==> src/pwbs_pkg.sv <==
package pwbs_pkg;

	localparam int PIX_W    = 8;
	localparam int IDX_W    = 16;
	localparam int MEAN_W   = 24;
	localparam int M2_W     = 40;
	localparam int N_W      = 16;
	localparam int FRAME_W  = 17;
	localparam int FLOOR_W  = 16;
	localparam int SCORE_W  = 23;
	localparam int STATUS_W = 2;
	localparam int CFG_A_W  = 2;

	localparam int MAX_PIXELS = 65536;
	localparam logic [FRAME_W-1:0] MAX_PIX_V = FRAME_W'(MAX_PIXELS);
	localparam logic [N_W-1:0] MAX_FRAMES = 16'd65535;
	localparam logic [SCORE_W-1:0] SCORE_MAX = 23'd6528000;
	localparam logic [FLOOR_W-1:0] FLOOR_MIN = 16'd3;

	// both dividers: 48-bit dividend, 24-bit divisor, 4 quotient bits per stage
	localparam int NUM_W      = 48;
	localparam int DEN_W      = 24;
	localparam int DIV_STEPS  = 4;
	localparam int DIV_STAGES = NUM_W / DIV_STEPS;

	// square root: 48-bit radicand, 24-bit root, 4 root bits per stage
	localparam int ROOT_W    = NUM_W / 2;
	localparam int SQREM_W   = ROOT_W + 2;
	localparam int SQ_STEPS  = 4;
	localparam int SQ_STAGES = ROOT_W / SQ_STEPS;

	typedef enum logic [STATUS_W-1:0] {
		ST_TEACH  = 2'd0,
		ST_SCORE  = 2'd1,
		ST_NOBASE = 2'd2
	} status_t;

	typedef enum logic [CFG_A_W-1:0] {
		REG_MODE  = 2'd0,
		REG_FLOOR = 2'd1,
		REG_FRAME = 2'd2
	} cfg_reg_t;

	typedef struct packed {
		logic [DEN_W-1:0] rem;
		logic [NUM_W-1:0] nq;
		logic [DEN_W-1:0] dvs;
	} div_t;

	typedef struct packed {
		logic [SQREM_W-1:0] rem;
		logic [ROOT_W-1:0]  root;
		logic [NUM_W-1:0]   rad;
	} sq_t;

	typedef struct packed {
		logic [IDX_W-1:0]  idx;
		logic [PIX_W-1:0]  x;
		logic              last;
		logic              teach;
		logic              first;
		logic              in_frame;
		status_t           status;
		logic [N_W-1:0]    n;
		logic [MEAN_W-1:0] mean;
		logic [M2_W-1:0]   m2;
		logic              neg;
		logic [MEAN_W-1:0] mag;
		logic [MEAN_W-1:0] mag2;
		logic [MEAN_W:0]   prod;
	} pay_t;

endpackage

==> src/pwbs_div_stage.sv <==
module pwbs_div_stage (
	input  logic            clk,
	input  logic            en,
	input  pwbs_pkg::div_t  d_in,
	output pwbs_pkg::div_t  d_out
);

	pwbs_pkg::div_t nxt;

	// restoring division, one quotient bit per step shifted into nq
	always_comb begin
		logic [pwbs_pkg::DEN_W:0]   t;
		logic [pwbs_pkg::DEN_W-1:0] r;
		logic [pwbs_pkg::NUM_W-1:0] q;
		r = d_in.rem;
		q = d_in.nq;
		for (int i = 0; i < pwbs_pkg::DIV_STEPS; i++) begin
			t = {r, q[pwbs_pkg::NUM_W-1]};
			q = {q[pwbs_pkg::NUM_W-2:0], 1'b0};
			if (t >= {1'b0, d_in.dvs}) begin
				t    = t - {1'b0, d_in.dvs};
				q[0] = 1'b1;
			end
			r = t[pwbs_pkg::DEN_W-1:0];
		end
		nxt.rem = r;
		nxt.nq  = q;
		nxt.dvs = d_in.dvs;
	end

	always_ff @(posedge clk) begin
		if (en) begin
			d_out <= nxt;
		end
	end

endmodule

==> config.mk <==
export PLATFORM = sky130hd
export DESIGN_NAME = pwbs_div_stage
export DESIGN_NICKNAME = d
export VERILOG_FILES = /design/src/pwbs_pkg.sv /design/src/pwbs_div_stage.sv
export SDC_FILE = /design/constraint.sdc
export NUM_CORES = 1
export LEC_CHECK = 0
export ABC_AREA = 1
export BUFFER_PORTS_ARGS = -buffer_cell sky130_fd_sc_hd__buf_2
export CAP_MARGIN = 5
export CORE_MARGIN = 4
export CORE_UTILIZATION = 55
export CTS_CLUSTER_DIAMETER = 80
export DETAILED_ROUTE_END_ITERATION = 16
export MAX_ROUTING_LAYER = met4
export PLACE_DENSITY = 0.77
export SLEW_MARGIN = 20
export SYNTH_ARGS = -nofsm -noshare
export SYNTH_HDL_FRONTEND = slang
export SYNTH_SLANG_ARGS = --single-unit
export TNS_END_PERCENT = 100
==> constraint.sdc <==
create_clock -name clk -period 11.5 [get_ports clk]
set_clock_uncertainty 0.15 [all_clocks]
set_input_delay 0.575 -clock clk [delete_from_list [all_inputs] [get_ports clk]]
set_output_delay 0.575 -clock clk [all_outputs]
set_load 0.02 [all_outputs]
==> reports/metrics.csv <==
metric,value,unit
Vias/cell,5.515,
Commonest cells post-synth,"nand2_1 (426), inv_1 (151), edfxtp_1 (96), ha_1 (96), a21oi_1 (84)",
CTS buffer count,9,
Final Hold Viols,0,
critical path's most frequent cell,nand2_1,
CP Max Fanout,42,
Worst Path Arrival,10150,ps
period utilization,87.64,%
# Post-CTS Setup Buffers,0,
Slowest cell on crit path,nand3_2,
Total Wirelength,28610,um
Initial Utilization,56.33,%
cts repair resizes,0,
synth unique cells,49,
fmax,99.22,MHz
RSZ-0062 raised after global routing,false,
worst relative slew slack,37.18,%
CTS tree,built,
register area share after synthesis,29.38,%
CP peak stage delay,580,ps
top_reg_cell synth,edfxtp_1,
WHS Endpoint,d_out[63],
GRT Overall Usage,28.92,%
DR WL/cell,16.36,um
Die Y,141.6,um
Syn-to-layout area delta,14.03,%
Setup crit end kind,flop,
H-Tree Depth,3,
HP Start,d_in[59],
nets,1717,
status,"finished, final reports clean",
Worst Hold Depth,1,
"FFs w/ async S/R, synth",0,%
Mapped Nets,1531,
Peak VDD IR,0.2249,mV
Post-Synthesis Cells,1333,
RePlAce Congestion,1.042,
Syn Area/Cell,7.360,um2
layout cells sized above 1,19.29,%
Worst setup SP type,primary input,
Clock Tree Buf Depth,2,
Post-CTS Hold Fix Bufs,0,
hpwl dp,24070,um
Largest regs,d_out: 96 flops,
post-route ant nets,0,
Post-route DRC,0,
DP Area,10890,um2
number of antenna diodes,0,
Synth top area share,29.38,%
most frequent cell after synthesis,nand2_1,
Max Slew Vio Count,0,
fin area,11190,um2
post-route minimum period,10080,ps
PortBufs,193,
site row count,48,
LEAKAGE,5.704,nW
final setup vio count,0,
core footprint,17420,um2
Worst Setup Path Type,in -> reg,
Critical Path RT,11570,ps
post-synth top area cell,edfxtp_1,
ranking of synthesized cells by area,"edfxtp_1 (29%), nand2_1 (16%), ha_1 (12%)",
TNS Setup,0,ps
IO Pins,194,
Post-Syn Area,9811,um2
"EDFF count, synth",96,
Ys Warns,0,
grt ovf,0,
via count,9646,
initial antenna violation count,0,
DR pass1 iterations,5,
initial drt markers,636,
Die Area,20040,um2
vias in the first global route,9100,
pin count of the biggest net entering global routing,75,
first-pass GRT wire length,45030,um
Max-Cap Viols,0,
Worst Tran Pin Value,942.4,ps
max reg flops,96,
number of synthesized register bits,96,
Die X,141.6,um
"CTS clk-pin slew, worst paths",70,ps
clock sink total,96,
root buffer cell,clkbuf_16,
Post-Route Utilization,64.23,%
worst min path class,in -> reg,
Power Density,290.3,nW/um2
Top reg by flops,d_out,
logic make-up after synthesis:
family / count (synthesis) / share of synthesized area, %
AO/OA/AOI/OAI: 212 / 12.66
XOR/XNOR: 76 / 6.785
adder cells (fa/ha/maj): 100 / 13.06
buffers and inverters: 189 / 8.430
flip-flops: 96 / 29.38
AND/OR/NAND/NOR: 660 / 29.68
final cells by class:
| class | instances | area, um2 |
|---|---|---|
| repair buffers | 195 | 983.4 |
| clock inverters | 7 | 76.32 |
| multi-input cells | 1048 | 6101 |
| inverters | 169 | 636.9 |
| fillers | 1600 | 6230 |
| flip-flops and latches | 96 | 2883 |
| well taps | 225 | 281.5 |
| clock buffers | 9 | 225.2 |
layout by cell type (no fill, tap or decap), types with 37 or more instances in the layout:
cell type,Yosys,layout
nand2_1,426,426
buf_2,5,192
inv_1,151,151
ha_1,96,96
edfxtp_1,96,96
a21oi_1,84,84
nor2_1,78,78
nand3_1,65,65
o21ai_0,56,56
xnor2_1,39,39
xor2_1,37,37
metal layers:
metal | vias up | GRT usage (%) | share of wire, %
li1 | 4802 | - | -
met5 | - | - | 0
met1 | 4391 | 35.94 | 42
met4 | 0 | 12.12 | 4.1
met3 | 71 | 3.269 | 6.3
met2 | 382 | 48.05 | 47
worst max-delay path by stage:
stage | from | to | slack (ps) | depth (start not counted)
2_1_floorplan | d_in[15] | d_out[79] | 3760 | 50
3_3_place_gp | d_in[16] | d_out[93] | 1600 | 47
3_5_place_dp | d_in[18] | d_out[83] | 1370 | 47
4_1_cts | d_in[18] | d_out[83] | 1680 | 49
5_1_grt | d_in[18] | d_out[83] | 700 | 49
6_report | d_in[18] | d_out[83] | 1420 | 50
critical path: cells and delay by family:
family | cells | cell delay, ps
adder cells (fa/ha/maj) | 4 | 1390
AND/OR/NAND/NOR | 29 | 4940
AO/OA/AOI/OAI | 11 | 2370
buffers and inverters | 6 | 820
where the power goes:
part           switching [mW]  internal, mW  total, mW
registers              0.0147         0.538      0.553
logic                    1.55         0.837       2.38
clock network           0.139         0.171      0.310
per-stage QoR:
step           setup slack [ps]  power (mW)  hold WS, ps  std cells
2_1_floorplan              3765       2.456        523.9       1333
3_3_place_gp               1604       2.847        601.6       1733
3_5_place_dp               1367       2.887        603.5       1733
4_1_cts                    1681       3.211        230.3       1749
5_1_grt                   696.0       3.540        228.1       1749
6_report                   1421       3.248        235.8       1749
(Power assumes the default switching activity.)
