==> config.mk <==
export PLATFORM = sky130hd
export DESIGN_NAME = pwbs_sqrt_stage
export DESIGN_NICKNAME = d
export VERILOG_FILES = /design/src/pwbs_pkg.sv /design/src/pwbs_sqrt_stage.sv
export SDC_FILE = /design/constraint.sdc
export NUM_CORES = 1
export LEC_CHECK = 0
export BUFFER_PORTS_ARGS = -buffer_cell sky130_fd_sc_hd__buf_4
export CORE_ASPECT_RATIO = 0.6
export CORE_MARGIN = 2
export CORE_UTILIZATION = 60
export DETAILED_ROUTE_END_ITERATION = 8
export PLACE_DENSITY = 0.88
export SYNTH_ARGS = -nofsm -noshare
export SYNTH_HDL_FRONTEND = slang
export SYNTH_SLANG_ARGS = --single-unit
==> constraint.sdc <==
create_clock -name clk -period 32.6 [get_ports clk]
set_input_delay 3.26 -clock clk [delete_from_list [all_inputs] [get_ports clk]]
set_output_delay 3.26 -clock clk [all_outputs]
set_load 0.01 [all_outputs]
==> src/pwbs_pkg.sv <==
package pwbs_pkg;

	localparam int PIX_W    = 8;
	localparam int IDX_W    = 16;
	localparam int MEAN_W   = 24;
	localparam int M2_W     = 40;
	localparam int N_W      = 16;
	localparam int FRAME_W  = 17;
	localparam int FLOOR_W  = 16;
	localparam int SCORE_W  = 23;
	localparam int STATUS_W = 2;
	localparam int CFG_A_W  = 2;

	localparam int MAX_PIXELS = 65536;
	localparam logic [FRAME_W-1:0] MAX_PIX_V = FRAME_W'(MAX_PIXELS);
	localparam logic [N_W-1:0] MAX_FRAMES = 16'd65535;
	localparam logic [SCORE_W-1:0] SCORE_MAX = 23'd6528000;
	localparam logic [FLOOR_W-1:0] FLOOR_MIN = 16'd3;

	// both dividers: 48-bit dividend, 24-bit divisor, 4 quotient bits per stage
	localparam int NUM_W      = 48;
	localparam int DEN_W      = 24;
	localparam int DIV_STEPS  = 4;
	localparam int DIV_STAGES = NUM_W / DIV_STEPS;

	// square root: 48-bit radicand, 24-bit root, 4 root bits per stage
	localparam int ROOT_W    = NUM_W / 2;
	localparam int SQREM_W   = ROOT_W + 2;
	localparam int SQ_STEPS  = 4;
	localparam int SQ_STAGES = ROOT_W / SQ_STEPS;

	typedef enum logic [STATUS_W-1:0] {
		ST_TEACH  = 2'd0,
		ST_SCORE  = 2'd1,
		ST_NOBASE = 2'd2
	} status_t;

	typedef enum logic [CFG_A_W-1:0] {
		REG_MODE  = 2'd0,
		REG_FLOOR = 2'd1,
		REG_FRAME = 2'd2
	} cfg_reg_t;

	typedef struct packed {
		logic [DEN_W-1:0] rem;
		logic [NUM_W-1:0] nq;
		logic [DEN_W-1:0] dvs;
	} div_t;

	typedef struct packed {
		logic [SQREM_W-1:0] rem;
		logic [ROOT_W-1:0]  root;
		logic [NUM_W-1:0]   rad;
	} sq_t;

	typedef struct packed {
		logic [IDX_W-1:0]  idx;
		logic [PIX_W-1:0]  x;
		logic              last;
		logic              teach;
		logic              first;
		logic              in_frame;
		status_t           status;
		logic [N_W-1:0]    n;
		logic [MEAN_W-1:0] mean;
		logic [M2_W-1:0]   m2;
		logic              neg;
		logic [MEAN_W-1:0] mag;
		logic [MEAN_W-1:0] mag2;
		logic [MEAN_W:0]   prod;
	} pay_t;

endpackage

==> src/pwbs_sqrt_stage.sv <==
module pwbs_sqrt_stage (
	input  logic           clk,
	input  logic           en,
	input  pwbs_pkg::sq_t  s_in,
	output pwbs_pkg::sq_t  s_out
);

	pwbs_pkg::sq_t nxt;

	// digit-by-digit integer root, two radicand bits per root bit
	always_comb begin
		logic [pwbs_pkg::SQREM_W+1:0] t;
		logic [pwbs_pkg::SQREM_W+1:0] trial;
		logic [pwbs_pkg::SQREM_W-1:0] r;
		logic [pwbs_pkg::ROOT_W-1:0]  root;
		logic [pwbs_pkg::NUM_W-1:0]   rad;
		r    = s_in.rem;
		root = s_in.root;
		rad  = s_in.rad;
		for (int i = 0; i < pwbs_pkg::SQ_STEPS; i++) begin
			t     = {r, rad[pwbs_pkg::NUM_W-1 -: 2]};
			rad   = {rad[pwbs_pkg::NUM_W-3:0], 2'b00};
			trial = {2'b00, root, 2'b01};
			if (t >= trial) begin
				t    = t - trial;
				root = {root[pwbs_pkg::ROOT_W-2:0], 1'b1};
			end else begin
				root = {root[pwbs_pkg::ROOT_W-2:0], 1'b0};
			end
			r = t[pwbs_pkg::SQREM_W-1:0];
		end
		nxt.rem  = r;
		nxt.root = root;
		nxt.rad  = rad;
	end

	always_ff @(posedge clk) begin
		if (en) begin
			s_out <= nxt;
		end
	end

endmodule

==> impl_results.md <==
* Status: complete, no violations
* Levels on crit path at 47
* Synth async-reset ratio at 0%
* Total wire length at 29.09 mm
* Cells on Worst Hold Path at 1
* CTS Sinks at 90
* Number of synthesized flops with an enable pin at 90
* Initial Util at 62.28%
* Avg WL per Cell at 19.30 µm
* Die width at 168.0 µm
* Max Slew Vio Count at 0
* Worst setup startpoint: s_in[62]
* Clk pin slew, worst setup/hold paths at 0.07 ns
* Critical path type: in2reg
* Synth Warn # at 0
* Mapped Area at 0.009682 mm²
* Final net count at 1503
* Layout area overhead at 18.78%
* Final core utilization at 73.97%
* RSZ-0062 raised after global routing: no
* Max-slew headroom at 25.09%
* Critical Path Max Stage Delay at 0.63 ns
* HPWL after DPL at 23.20 mm
* Startpoint of the worst hold path: s_in[36]
* Most flops, register: s_out
* Non-Filler Instances at 1507
* Distinct cells, synth at 77
* Area contributors post-synth: edfxtp_1 (28%), ha_1 (13%), a21oi_1 (7.0%), xnor2_1 (5.3%), o21ai_0 (3.4%)
* DRC at 0
* Setup TNS at 0 ns
* # IOs at 198
* CTS tree: done
* GR Util All Layers at 33.36%
* Placed cell count at 1491
* Initial antenna violation count at 0
* Worst slew pin tran at 1.124 ns
* First-pass GRT wire length at 45.66 mm
* Count leader, synth: a21oi_1
* Biggest regs: s_out: 90 flops
* Slowest stage cell, crit path: or4_1
* Max FFs per register at 90
* Max Fanout on Critical Path at 47
* Area fraction of the dominant cell type after synthesis at 27.91%
* P_leak at 0.004958 µW
* PwrDens at 117.7 mW/mm²
* Gpl congestion at 1.050
* DRT Pass-1 Iters at 6
* Max-cap violations at 0
* Highest Clock Rate at 65.31 MHz
* Final setup vio count at 0
* Peak VDD IR at 0.0001289 V
* Diode count at 0
* Layout cells sized above 1 at 19.48%
* Synth Instances at 1129
* Required @ worst endpoint at 32.69 ns
* CORE AREA at 0.01555 mm²
* WP buf/inv at 7
* Endpoints failing hold at 0
* # resized after CTS at 0
* Top_reg_cell synth: edfxtp_1
* Final ANT Viol Nets at 0
* FF+latch count, synth at 90
* Num rows at 35
* Via/cell ratio at 6.536
* Largest net degree at the start of global routing at 91
* 1st-iter DRT viols at 1343
* Die area at 0.01720 mm²
* CTS buffer count at 9
* Final instance area at 0.01150 mm²
* Min cycle time layout at 15.31 ns
* Setup Fix Bufs, Post-CTS at 0
* Chip height at 102.4 µm
* H-Tree Depth at 3
* Clk root buf: clkbuf_16
* Crit-path leading delay family: compound AO/OA/AOI/OAI gates
* Top cells by count, synth: a21oi_1 (135), ha_1 (104), edfxtp_1 (90), nand2_1 (84), nor2_1 (83)
* CP endpoint kind: flop
* Port Buffers at 189
* Hold buffers post-CTS at 0
* Vias in the first global route at 8860
* Crit start category: input pin
* Critical Path AT at 15.41 ns
* DP Area at 0.01121 mm²
* Seq/Total Area, Yosys at 27.91%
* CTS Buffer Depth at 2
* Final period utilization at 46.97%
* Hold WC Path Type: in2reg
* Gr ovfl total at 0
* Area leader, netlist: edfxtp_1
* Via count at 9849
* Avg Cell Area, Syn at 8.576 µm²
[power by group]
| group | switching, µW | internal [µW] | leakage (µW) |
|---|---|---|---|
| registers | 7.75 | 189 | 0.000882 |
| logic | 604 | 450 | 0.00393 |
| clock network | 49.3 | 53.8 | 0.000142 |
[final timing paths]
kind | end | slack [ns]
max | s_out[75]$_DFFE_PP_ | 17.29
min | s_out[44]$_DFFE_PP_ | 3.08
[cells by family (layout without fill, tap and decap cells)]
family	count (synthesis)	in the layout	synth area share (%)
compound gates	382	382	25.52
flops	90	90	27.91
other cells	1	8	0.03873
xor+xnor	84	84	7.599
buf+inv	109	277	4.807
fa+ha+maj	104	104	13.44
mux	37	37	4.252
simple gates	322	322	16.43
[final cells by class]
type / count / area (µm²)
Inverter: 68 / 255.2
Sequential cell: 90 / 2703
Clock inverter: 6 / 57.56
Fill cell: 1169 / 4046
Multi-Input combinational cell: 937 / 6553
Tap cell: 203 / 254.0
Timing Repair Buffer: 193 / 1449
Clock buffer: 10 / 229.0
[cell usage in the layout, fill, tap and decap left out, types with 5 or more instances in the layout]
| cell type | netlist | routed |
|---|---|---|
| a211oi_1 | 17 | 17 |
| a21o_1 | 37 | 37 |
| a21oi_1 | 135 | 134 |
| a221oi_1 | 5 | 5 |
| a31oi_1 | 13 | 13 |
| and2_1 | 12 | 12 |
| and3_1 | 13 | 13 |
| buf_4 | 10 | 193 |
| clkbuf_16 | 0 | 9 |
| conb_1 | 1 | 8 |
| edfxtp_1 | 90 | 90 |
| ha_1 | 104 | 104 |
| inv_1 | 65 | 65 |
| mux2_1 | 14 | 14 |
| mux2_2 | 19 | 19 |
| nand2_1 | 84 | 84 |
| nand2b_1 | 12 | 12 |
| nand3_1 | 25 | 25 |
| nand4_1 | 22 | 22 |
| nor2_1 | 83 | 83 |
| nor2b_1 | 7 | 7 |
| nor3_1 | 26 | 26 |
| nor4_1 | 6 | 6 |
| o211ai_1 | 15 | 15 |
| o21a_1 | 11 | 11 |
| o21ai_0 | 66 | 66 |
| o21bai_1 | 21 | 21 |
| o31ai_1 | 8 | 8 |
| or3_1 | 6 | 6 |
| or3b_2 | 5 | 5 |
| xnor2_1 | 59 | 59 |
| xor2_1 | 25 | 25 |
[metrics by stage]
| stage | hold WS [ns] | power (µW) | setup slack, ns |
|---|---|---|---|
| after floorplan | 3.359 | 971.7 | 18.78 |
| after global placement | 3.438 | 1185 | 17.93 |
| after detailed placement | 3.439 | 1211 | 17.43 |
| after CTS | 3.077 | 1323 | 17.71 |
| after global routing | 3.067 | 1455 | 16.77 |
| final | 3.082 | 1354 | 17.29 |
[layer usage]
| layer | vias to the layer above | part of all wire, % | track usage [%] |
|---|---|---|---|
| met4 | 0 | 1.6 | 7.559 |
| li1 | 4580 | - | - |
| met5 | - | 0 | 0 |
| met2 | 742 | 39 | 46.63 |
| met1 | 4461 | 43 | 48.69 |
| met3 | 66 | 16 | 12.35 |
Power figures use the tool's default switching activity.
